--- src/avc_first_ue_golomb_decoder_unit_assert.svh ---
// Assertion helpers shared by the decoder modules.
// Each macro expects clk and rst_n to be visible in the module that uses it.
`ifndef AVC_FIRST_UE_GOLOMB_DECODER_UNIT_ASSERT_SVH
`define AVC_FIRST_UE_GOLOMB_DECODER_UNIT_ASSERT_SVH

// Same-cycle implication.
`define AFUG_ASSERT_NOW(label, ante, cons, msg) \
    label: assert property (@(posedge clk) disable iff (!rst_n) (ante) |-> (cons)) \
        else $error(msg);

// Next-cycle implication.
`define AFUG_ASSERT_NEXT(label, ante, cons, msg) \
    label: assert property (@(posedge clk) disable iff (!rst_n) (ante) |=> (cons)) \
        else $error(msg);

`endif

--- src/afug_pkg.sv ---
`timescale 1ns / 1ps

package afug_pkg;

    localparam int MAX_PREFIX_DEFAULT = 31;

    // Decoding phase codes
    localparam logic [1:0] PH_PREFIX = 2'd0;
    localparam logic [1:0] PH_SUFFIX = 2'd1;
    localparam logic [1:0] PH_DONE   = 2'd2;

    typedef logic [1:0] status_t;

    localparam status_t ST_OK        = 2'd0;
    localparam status_t ST_TRUNCATED = 2'd1;
    localparam status_t ST_BAD_ESC   = 2'd2;
    localparam status_t ST_OVERFLOW  = 2'd3;

    localparam logic [7:0] ESC_BYTE   = 8'h03;
    localparam logic [7:0] ESC_MAX    = 8'h03;
    localparam logic [1:0] ZR_SAT     = 2'd2;

    typedef struct packed {
        logic [7:0] data_byte;
        logic       first_byte;
        logic       last_byte;
    } item_t;

    typedef struct packed {
        logic        valid;
        logic [31:0] code_value;
        status_t     status;
    } result_t;

    function automatic logic [3:0] leading_zeros8(input logic [7:0] b);
        logic [3:0] n;
        n = 4'd8;
        for (int i = 0; i < 8; i++)
        begin
            if (b[i])
            begin
                n = 4'(7 - i);
            end
        end
        return n;
    endfunction

endpackage

--- src/afug_in_if.sv ---
`timescale 1ns / 1ps

interface afug_in_if;
    logic       valid;
    logic       ready;
    logic [7:0] data_byte;
    logic       first_byte;
    logic       last_byte;

    modport source (output valid, data_byte, first_byte, last_byte, input ready);
    modport sink   (input valid, data_byte, first_byte, last_byte, output ready);
endinterface

--- src/afug_out_if.sv ---
`timescale 1ns / 1ps

interface afug_out_if;
    logic        valid;
    logic        ready;
    logic [31:0] code_value;
    logic [1:0]  status;

    modport source (output valid, code_value, status, input ready);
    modport sink   (input valid, code_value, status, output ready);
endinterface

--- src/afug_core.sv ---
`timescale 1ns / 1ps

`include "avc_first_ue_golomb_decoder_unit_assert.svh"

module afug_core #(
    parameter int MAX_PREFIX = afug_pkg::MAX_PREFIX_DEFAULT
) (
    input  logic             clk,
    input  logic             rst_n,
    input  logic             upd,
    input  afug_pkg::item_t  item,
    output afug_pkg::result_t res
);
    import afug_pkg::*;

    localparam int CW = $clog2(MAX_PREFIX + 1);
    localparam int AW = MAX_PREFIX + 1;
    localparam int SW = CW + 4;

    logic [1:0]    zr_reg,  zr_next;
    logic          esc_reg, esc_next;
    logic [1:0]    ph_reg,  ph_next;
    logic [CW-1:0] pc_reg,  pc_next;
    logic [CW-1:0] sl_reg,  sl_next;
    logic [AW-1:0] acc_reg, acc_next;

    // State as seen by this request: a first byte starts from a clean slate
    logic [1:0]    e_zr;
    logic          e_esc;
    logic [1:0]    e_ph;
    logic [CW-1:0] e_pc;
    logic [CW-1:0] e_sl;
    logic [AW-1:0] e_acc;

    logic          emit;
    status_t       status;
    logic [31:0]   value;
    logic          decode;
    logic          in_suf;
    logic [1:0]    zr_base;
    logic [3:0]    lz;
    logic [SW-1:0] sum;
    logic [3:0]    r;
    logic [7:0]    rem;
    logic [SW-1:0] sl_w;
    logic [AW-1:0] acc_w;
    logic [3:0]    k;
    logic [AW-1:0] acc_sh;
    logic [SW-1:0] sl_left;

    always_comb
    begin
        if (item.first_byte)
        begin
            e_zr  = 2'd0;
            e_esc = 1'b0;
            e_ph  = PH_PREFIX;
            e_pc  = '0;
            e_sl  = '0;
            e_acc = AW'(1);
        end
        else
        begin
            e_zr  = zr_reg;
            e_esc = esc_reg;
            e_ph  = ph_reg;
            e_pc  = pc_reg;
            e_sl  = sl_reg;
            e_acc = acc_reg;
        end
    end

    always_comb
    begin
        zr_next  = e_zr;
        esc_next = e_esc;
        ph_next  = e_ph;
        pc_next  = e_pc;
        sl_next  = e_sl;
        acc_next = e_acc;
        emit     = 1'b0;
        status   = ST_OK;
        value    = '0;
        decode   = 1'b0;
        in_suf   = 1'b0;
        zr_base  = e_esc ? 2'd0 : e_zr;
        lz       = leading_zeros8(item.data_byte);
        sum      = SW'(e_pc) + SW'(lz);
        r        = 4'd8;
        rem      = item.data_byte;
        sl_w     = SW'(e_sl);
        acc_w    = e_acc;
        k        = '0;
        acc_sh   = e_acc;
        sl_left  = SW'(e_sl);

        // Escape handling
        if (e_ph != PH_DONE)
        begin
            if (e_esc)
            begin
                esc_next = 1'b0;
                if (item.data_byte > ESC_MAX)
                begin
                    emit   = 1'b1;
                    status = ST_BAD_ESC;
                end
                else
                begin
                    decode = 1'b1;
                end
            end
            else if (e_zr == ZR_SAT && item.data_byte == ESC_BYTE)
            begin
                zr_next = 2'd0;
                if (item.last_byte)
                begin
                    emit   = 1'b1;
                    status = ST_BAD_ESC;
                end
                else
                begin
                    esc_next = 1'b1;
                end
            end
            else
            begin
                decode = 1'b1;
            end
        end

        if (decode)
        begin
            if (item.data_byte == 8'd0)
            begin
                zr_next = (zr_base == ZR_SAT) ? ZR_SAT : zr_base + 2'd1;
            end
            else
            begin
                zr_next = 2'd0;
            end

            if (e_ph == PH_PREFIX)
            begin
                if (sum > SW'(MAX_PREFIX))
                begin
                    emit   = 1'b1;
                    status = ST_OVERFLOW;
                end
                else if (item.data_byte == 8'd0)
                begin
                    pc_next = CW'(sum);
                end
                else if (sum == '0)
                begin
                    emit = 1'b1;
                end
                else
                begin
                    // leading one found: the bits below it start the suffix
                    in_suf = 1'b1;
                    sl_w   = sum;
                    acc_w  = AW'(1);
                    r      = 4'd7 - lz;
                    rem    = item.data_byte & 8'((9'd1 << r) - 9'd1);
                end
            end
            else
            begin
                in_suf = 1'b1;
            end

            if (in_suf)
            begin
                k        = (SW'(r) < sl_w) ? r : 4'(sl_w);
                acc_sh   = (acc_w << k) | AW'(rem >> (r - k));
                sl_left  = sl_w - SW'(k);
                acc_next = acc_sh;
                sl_next  = CW'(sl_left);
                if (sl_left == '0)
                begin
                    emit  = 1'b1;
                    value = 32'(acc_sh - AW'(1));
                end
                else
                begin
                    ph_next = PH_SUFFIX;
                end
            end

            if (!emit && item.last_byte)
            begin
                emit   = 1'b1;
                status = ST_TRUNCATED;
            end
        end

        if (emit)
        begin
            ph_next = PH_DONE;
        end
    end

    always_ff @(posedge clk or negedge rst_n)
    begin
        if (!rst_n)
        begin
            zr_reg  <= 2'd0;
            esc_reg <= 1'b0;
            ph_reg  <= PH_PREFIX;
            pc_reg  <= '0;
            sl_reg  <= '0;
            acc_reg <= AW'(1);
        end
        else if (upd)
        begin
            zr_reg  <= zr_next;
            esc_reg <= esc_next;
            ph_reg  <= ph_next;
            pc_reg  <= pc_next;
            sl_reg  <= sl_next;
            acc_reg <= acc_next;
        end
    end

    assign res.valid      = upd && emit;
    assign res.code_value = value;
    assign res.status     = status;

    `AFUG_ASSERT_NOW(a_err_zero_value, res.valid && res.status != ST_OK, res.code_value == 32'd0, "error result carries a nonzero value")
    `AFUG_ASSERT_NEXT(a_done_after_result, res.valid, ph_reg == PH_DONE, "decoder not done after a result")
    `AFUG_ASSERT_NOW(a_suffix_count, ph_reg == PH_SUFFIX, sl_reg != '0, "suffix phase with no bits left")
    `AFUG_ASSERT_NOW(a_escape_clears_run, esc_reg, zr_reg == 2'd0, "zero run kept across a dropped escape")

endmodule

--- src/avc_first_ue_golomb_decoder_unit.sv ---
`timescale 1ns / 1ps
// An accepted byte is decoded from the input register into the result register.
// Throughput: one byte per cycle while the output is not stalled, set by the single decode pass.
// A waiting result stalls the input register only while the output side holds off.
// Reset (rst_n, async, active low) clears the handshake state and the decoder to a fresh payload.

`include "avc_first_ue_golomb_decoder_unit_assert.svh"

module avc_first_ue_golomb_decoder_unit #(
    parameter int MAX_PREFIX = afug_pkg::MAX_PREFIX_DEFAULT
) (
    input  logic              clk,
    input  logic              rst_n,
    afug_in_if.sink           in_ch,
    afug_out_if.source        out_ch
);
    import afug_pkg::*;

    logic        s1_valid_reg;
    item_t       s1_item_reg;
    logic        advance;
    logic        upd;
    result_t     res;
    logic        out_valid_reg;
    logic [31:0] out_value_reg;
    status_t     out_status_reg;

    assign advance     = !(out_valid_reg && !out_ch.ready);
    assign upd         = s1_valid_reg && advance;
    assign in_ch.ready = !s1_valid_reg || advance;

    always_ff @(posedge clk or negedge rst_n)
    begin
        if (!rst_n)
        begin
            s1_valid_reg <= 1'b0;
        end
        else if (in_ch.valid && in_ch.ready)
        begin
            s1_valid_reg <= 1'b1;
        end
        else if (advance)
        begin
            s1_valid_reg <= 1'b0;
        end
    end

    always_ff @(posedge clk)
    begin
        if (in_ch.valid && in_ch.ready)
        begin
            s1_item_reg.data_byte  <= in_ch.data_byte;
            s1_item_reg.first_byte <= in_ch.first_byte;
            s1_item_reg.last_byte  <= in_ch.last_byte;
        end
    end

    afug_core #(
        .MAX_PREFIX (MAX_PREFIX)
    ) u_core (
        .clk   (clk),
        .rst_n (rst_n),
        .upd   (upd),
        .item  (s1_item_reg),
        .res   (res)
    );

    always_ff @(posedge clk or negedge rst_n)
    begin
        if (!rst_n)
        begin
            out_valid_reg <= 1'b0;
        end
        else if (res.valid)
        begin
            out_valid_reg <= 1'b1;
        end
        else if (out_ch.ready)
        begin
            out_valid_reg <= 1'b0;
        end
    end

    always_ff @(posedge clk)
    begin
        if (res.valid)
        begin
            out_value_reg  <= res.code_value;
            out_status_reg <= res.status;
        end
    end

    assign out_ch.valid      = out_valid_reg;
    assign out_ch.code_value = out_value_reg;
    assign out_ch.status     = out_status_reg;

    `AFUG_ASSERT_NEXT(a_stall_holds_item, s1_valid_reg && !advance, s1_valid_reg, "stalled byte dropped")
    `AFUG_ASSERT_NOW(a_result_slot_free, res.valid, !out_valid_reg || out_ch.ready, "result overwrites a pending one")
    `AFUG_ASSERT_NEXT(a_result_loaded, res.valid, out_valid_reg, "result not presented")

endmodule

--- src/flat_wrapper.sv ---
// flat-port wrapper written by rule: the top's interface ports become plain ports
module avc_first_ue_golomb_decoder_unit_flat import afug_pkg::*;
#(
    parameter int MAX_PREFIX = afug_pkg::MAX_PREFIX_DEFAULT
)
  (clk, rst_n, in_ch_valid, in_ch_data_byte, in_ch_first_byte, in_ch_last_byte, in_ch_ready, out_ch_valid, out_ch_code_value, out_ch_status, out_ch_ready);
  afug_in_if in_ch_i ();
  afug_out_if out_ch_i ();
  input  logic clk;
  input  logic rst_n;
  input wire logic [$bits(in_ch_i.valid)-1:0] in_ch_valid;
  input wire logic [$bits(in_ch_i.data_byte)-1:0] in_ch_data_byte;
  input wire logic [$bits(in_ch_i.first_byte)-1:0] in_ch_first_byte;
  input wire logic [$bits(in_ch_i.last_byte)-1:0] in_ch_last_byte;
  output wire logic [$bits(in_ch_i.ready)-1:0] in_ch_ready;
  output wire logic [$bits(out_ch_i.valid)-1:0] out_ch_valid;
  output wire logic [$bits(out_ch_i.code_value)-1:0] out_ch_code_value;
  output wire logic [$bits(out_ch_i.status)-1:0] out_ch_status;
  input wire logic [$bits(out_ch_i.ready)-1:0] out_ch_ready;
  assign in_ch_i.valid = in_ch_valid;
  assign in_ch_i.data_byte = in_ch_data_byte;
  assign in_ch_i.first_byte = in_ch_first_byte;
  assign in_ch_i.last_byte = in_ch_last_byte;
  assign in_ch_ready = in_ch_i.ready;
  assign out_ch_valid = out_ch_i.valid;
  assign out_ch_code_value = out_ch_i.code_value;
  assign out_ch_status = out_ch_i.status;
  assign out_ch_i.ready = out_ch_ready;
  avc_first_ue_golomb_decoder_unit #(.MAX_PREFIX(MAX_PREFIX)) u_core (.clk(clk), .rst_n(rst_n), .in_ch(in_ch_i), .out_ch(out_ch_i));
endmodule
--- config.mk ---
export PLATFORM = sky130hd
export DESIGN_NAME = avc_first_ue_golomb_decoder_unit_flat
export DESIGN_NICKNAME = d
export VERILOG_FILES = /design/src/afug_pkg.sv /design/src/afug_in_if.sv /design/src/afug_out_if.sv /design/src/afug_core.sv /design/src/avc_first_ue_golomb_decoder_unit.sv /design/src/flat_wrapper.sv
export VERILOG_INCLUDE_DIRS = /design/src /design/src/src
export SDC_FILE = /design/constraint.sdc
export NUM_CORES = 1
export LEC_CHECK = 0
export BUFFER_PORTS_ARGS = -buffer_cell sky130_fd_sc_hd__buf_4
export CAP_MARGIN = 20
export CORE_ASPECT_RATIO = 0.8
export CORE_UTILIZATION = 55
export CTS_CLUSTER_DIAMETER = 80
export DETAILED_ROUTE_END_ITERATION = 7
export PLACE_DENSITY_LB_ADDON = 0.25
export SETUP_SLACK_MARGIN = 0.02
export SYNTH_ARGS = -nofsm -noshare
export SYNTH_HDL_FRONTEND = slang
export SYNTH_SLANG_ARGS = --single-unit
--- constraint.sdc ---
create_clock -name clk -period 10.8 [get_ports clk]
set_input_delay 1.08 -clock clk [delete_from_list [all_inputs] [get_ports clk]]
set_output_delay 1.08 -clock clk [all_outputs]
set_load 0.01 [all_outputs]
# Yosys cells after proc, flatten, opt, wreduce, memory -nomap -nowiden
# Cells that the tools add are included.
dict set report word_totals {
  regBits 93
  wordCells 144
}
dict set report op_classes {
  addsub 7
  order_cmp 3
  eq_ne 5
  n_shift 3
  muxes 94
  bitwise_logic 2
  reduce_logical 17
}
# cell count
set ops {}
lappend ops {{$mux W32} 8}
lappend ops {{$mux W4} 14}
lappend ops {{$mux W2} 22}
lappend ops {{$mux W5} 8}
lappend ops {{$mux W8} 5}
lappend ops {{$mux W1} 32}
lappend ops {{$or A32 B32 Y32} 1}
lappend ops {{$shl A32 B4 Y32} 1}
lappend ops {{$shr A8 B4 Y32} 1}
lappend ops {{$sub A32 B1 Y32 const B} 1}
lappend ops {{$mux W6} 4}
lappend ops {{$logic_not A9 Y1} 2}
lappend ops {{$lt A4 B9 Y1} 1}
lappend ops {{$mux W9} 1}
lappend ops {{$sub A9 B4 Y9} 1}
lappend ops {{$and A8 B8 Y8} 1}
lappend ops {{$eq A8 B2 Y1 const B} 1}
lappend ops {{$gt A8 B2 Y1 const B} 1}
lappend ops {{$logic_not A8 Y1} 1}
lappend ops {{$shl A1 B4 Y8 const A} 1}
lappend ops {{$sub A8 B1 Y8 const B} 1}
lappend ops {{$add A5 B4 Y6} 1}
lappend ops {{$gt A6 B5 Y1 const B} 1}
lappend ops {{$logic_and A1 B1 Y1} 6}
lappend ops {{other kinds (10)} 15}

# Logic depth before layout (Yosys ltp)
dict set report depth {
  word_depth 28
  mapped_depth 43
}

# By module
# From an unflattened synthesis, not the netlist that was laid out.
dict set report unflattened {
  hier_cells 1010
  area_unflattened_um2 8290.5
}
# mod n_inst cells_per_inst area_per_inst_um2 seq_area_each_um2
set by_module_without_submodules {}
lappend by_module_without_submodules {afug_core 1 958 6865.3 1177.4}
lappend by_module_without_submodules {avc_first_ue_golomb_decoder_unit 1 52 1425.1 1371.3}

# Least setup slack after synthesis
# No wires, ideal clock.
dict set report synth_timing {
  kind {register to register}
  from {register u_core.s1_item_reg[3] in the netlist's numbering}
  to {register u_core.out_value_reg[18] (netlist: u_core.out_ch.code_value[18]) (data pin)}
  setup_time_ns 0.147
  arrival_time_ns 8.678
  slack_ns 1.975
  stages_incl_launch_ff 43
  path_buffers 5
  period_less_slack_ns 8.825
  path_cell_list {edfxtp_1 > nand2b_1 > a221oi_2 > nor2_1 > nor2_1 > ha_1 > inv_1 > fa_1 > xor2_1 > a31oi_1 > a21boi_4 > a31o_1 > buf_4 > a21oi_1 > ha_1 > a21o_1 > a21oi_1 > o211a_1 > [7 not listed] > inv_1 > fa_1 > clkbuf_1 > nor3_1 > nand2_1 > nor2_1 > a31oi_1 > o21ai_0 > a211oi_1 > o211ai_1 > a32oi_1 > ha_1 > nand3_1 > nand4bb_1 > clkbuf_1 > or2_2 > or3_1 > a21oi_1}
}
dict set report synth_via {
  elab_chain_cells 20
  elab_cells_between_ends 57
  cone_classes {add/sub (6); order compare (3); eq/ne (1); shift (3); mux (37); bitwise (2); reduce/logical (5)}
}
# element line_no
set synth_rtl {}
lappend synth_rtl {{from (decl)} avc_first_ue_golomb_decoder_unit.sv:20} ;# item_t s1_item_reg;
lappend synth_rtl {{parallel branches: the longest is 20 deep, another holds $add A5 B4 Y6} --}
lappend synth_rtl {{to (signal assigned)} avc_first_ue_golomb_decoder_unit.sv:88} ;# out_value_reg <= res.code_value;
lappend synth_rtl {{to (decl)} avc_first_ue_golomb_decoder_unit.sv:25} ;# logic [31:0] out_value_reg;
# Several ways; the timed one is not identified. The select of a mux whose other input is x is not followed.
# A chain may end at the register's enable or synchronous reset.

# Final worst setup path
# Ends and elaborated chain as after synthesis.

==> qor.yml <==
cpMostUsedCell: "ha_1"
ant_nets: 0
synth_cell_types: 93
met3_usage: 0.112
critPathSlowestCell: "fa_1"
grt-ovfl-total: 0
clock_sinks: 93
synth_top_family_by_area: "compound AO/OA/AOI/OAI gates"
h-tree-depth: 3
grt_pass1_vias: 7365
drc: 0
synth_seq_area_share: 0.318
gp_congestion: 1.02
outcome: "complete, no violations"
dr.pass1.iters: 6
crit_path_max_incr_delay_ns: 0.75
antenna_found_initial: 0
fp-row-count: 39
clockBufferDepth: 2
max-cap-violations: 0
fill_cells: 1302
start_kind: "register"
rsz0062_at_grt: "false"
num_vias: 8231
syn-num-nets: 982
p_leak_nw: 3.46
grt_util_met1: 0.537
diodes: 0
critPathMaxFanout: 25
postCtsSetupRepairBufs: 0
cp-end-kind: "register"
start_util: 0.563
worst-path-stages: 38
reg2reg_from: "u_core.s1_item_reg[3]"
fmax_mhz: 99.8
clk_latency_ns: 0.36
synthArstFlopShare: 0.527
synth_top_area_frac: 0.165
setup_viol: 0
viasPerCell: 7.05
drt_iter0_markers: 1294
worstPathRequired_ns: 11.01
root_buffer: "clkbuf_16"
syn_area_um2: 8030
synth_edf_count: 44
wl_per_cell_um: 22.9
crit_type: "register to register"
detailedPlace.worstSlack_ns: 1.06
power_density_nw_per_um2: 351
finalCriticalPeriod_ns: 10.02
min_period_over_period: 0.928
ff2ff_setup_slack_ns: 0.78
coreArea_um2: 14200
worstReg2RegEnd: "u_core.out_ch.code_value[18]"
regArea_um2: 2550
die_w_um: 137
syn_avg_cell_area_um2: 8.48
synthMuxAreaShare: 0.0739
dpl.hpwl_um: 19700
ys_warn_count: 0
die-area_um2: 15100
worst_slew_pin_slew_ns: 1.06
layout-drive-gt1-share: 0.156
yosys.area_share.simple: 0.230
use_met2: 0.502
io_pins: 50
synth_area_leaders: "edfxtp_1 (16%), dfrtp_1 (15%), mux2i_1 (5.1%)"
grt_use_total: 0.365
grt_max_degree: 50
cp_top_family: "compound AO/OA/AOI/OAI gates"
worstSetupStartpoint: "u_core.s1_item_reg[3]"
syn2layout_area_growth_pct: 10.4
yosys.area_share.adder: 0.0355
ctsHoldBuffers: 0
drt-total-wl_um: 26700
ys_seq_elements: 93
irDropWorstVdd_uv: 261
synth_ff_type: "dfrtp_1"
slew_violations: 0
cp-endpoint: "u_core.out_ch.code_value[18]"
hold_class: "register to register"
synth_area_leader_cell: "edfxtp_1"
path_clk_slew_ns: 0.07
dieHeight_um: 110
synth_xor_area_frac: 0.0239
multi_input_area_um2: 5090
synth_compound_area_frac: 0.271
synth_cells: 947
cts_tree: "built"
path_buf_inv: 5
cts_made_buffers: 9
port_buffers: 49
reg2reg_depth: 38
cts_resized: 0
slew_headroom: 0.286
layout.nets: 1013
tns_ns: 0
finalHoldViolations: 0
fin_ws_ns: 0.777
cp.arrival_ns: 10.24
fin_worst_skew_ns: 0.00565
grt_first_pass_wirelength_um: 41700
grt-busiest-layer: "met1"
==> worst min-delay path by stage <==
stage	startpoint	end	slack, ns	cells past startpoint
3_5_place_dp	u_core.u_core.pc_reg[2]	u_core.u_core.pc_reg[2]	0.48	2
3_3_place_gp	u_core.u_core.pc_reg[0]	u_core.u_core.pc_reg[0]	0.48	1
5_1_grt	u_core.u_core.pc_reg[2]	u_core.u_core.pc_reg[2]	0.52	2
2_1_floorplan	u_core.u_core.pc_reg[2]	u_core.u_core.pc_reg[2]	0.44	2
6_report	u_core.u_core.pc_reg[0]	u_core.u_core.pc_reg[0]	0.50	1
4_1_cts	u_core.u_core.pc_reg[2]	u_core.u_core.pc_reg[2]	0.49	2
==> cells in the final DEF (no fill, tap or decap), drive strengths merged, types with 11 or more instances in the layout <==
cell type,n
o22ai,14
nand4,12
edfxtp,44
a21boi,13
xnor2,11
a22o,24
nand2,102
nand3,33
ha,18
mux2i,42
a31oi,20
nor3,42
and2,13
a21oi,72
nor4,13
o21ai,75
buf,73
inv,27
o31ai,13
dfrtp,48
nor2,78
==> power breakdown <==
group / total [mW] / leakage (nW) / switching, mW / internal (mW)
logic: 2.20 / 2.24 / 1.42 / 0.786
clock network: 0.330 / 0.144 / 0.149 / 0.180
registers: 0.583 / 1.08 / 0.106 / 0.477
==> cell families (layout without fill, tap and decap cells) <==
logic type	after synthesis	in the layout
mux	54	54
buf+inv	79	115
xor+xnor	21	21
compound gates	319	319
simple gates	360	360
flops	93	93
fa+ha+maj	21	21
==> layer usage <==
metal | vias to the layer above | part of all wire
li1 | 3654 | -
met1 | 3943 | 0.44
met2 | 553 | 0.41
met3 | 81 | 0.13
met4 | 0 | 0.025
met5 | - | 0
==> synthesized netlist by cell type (11+ instances only) <==
| library cell | number |
|---|---|
| edfxtp_1 | 44 |
| nand3_1 | 32 |
| a21oi_1 | 68 |
| nand2_1 | 98 |
| nor3_1 | 39 |
| and2_1 | 13 |
| nand4_1 | 12 |
| nor2_1 | 74 |
| ha_1 | 18 |
| inv_1 | 22 |
| dfrtp_1 | 48 |
| buf_2 | 14 |
| clkbuf_1 | 25 |
| o31ai_1 | 13 |
| a22o_1 | 24 |
| mux2i_1 | 41 |
| o22ai_1 | 14 |
| a21boi_0 | 11 |
| o21ai_0 | 71 |
| a31oi_1 | 18 |
| xnor2_1 | 11 |
==> through the flow <==
stage	cells	total power, mW	area, µm²	hold WS (ns)	util
after global routing	1167	3.29	8860	0.520	0.622
after CTS	1166	3.03	8830	0.491	0.620
after detailed placement	1150	2.68	8530	0.475	0.599
after global placement	1150	2.67	8530	0.480	0.599
final	1167	3.11	8860	0.497	0.622
after floorplan	947	2.08	8030	0.441	-
==> cell type report <==
type | instances | area share
Clock buffer | 9 | 0.0254
Multi-Input combinational cell | 775 | 0.575
Clock inverter | 7 | 0.00819
Timing Repair Buffer | 73 | 0.0655
Inverter | 26 | 0.0121
Tap cell | 184 | 0.0260
Sequential cell | 93 | 0.288
No activity file was read; power rests on OpenSTA's default activity.
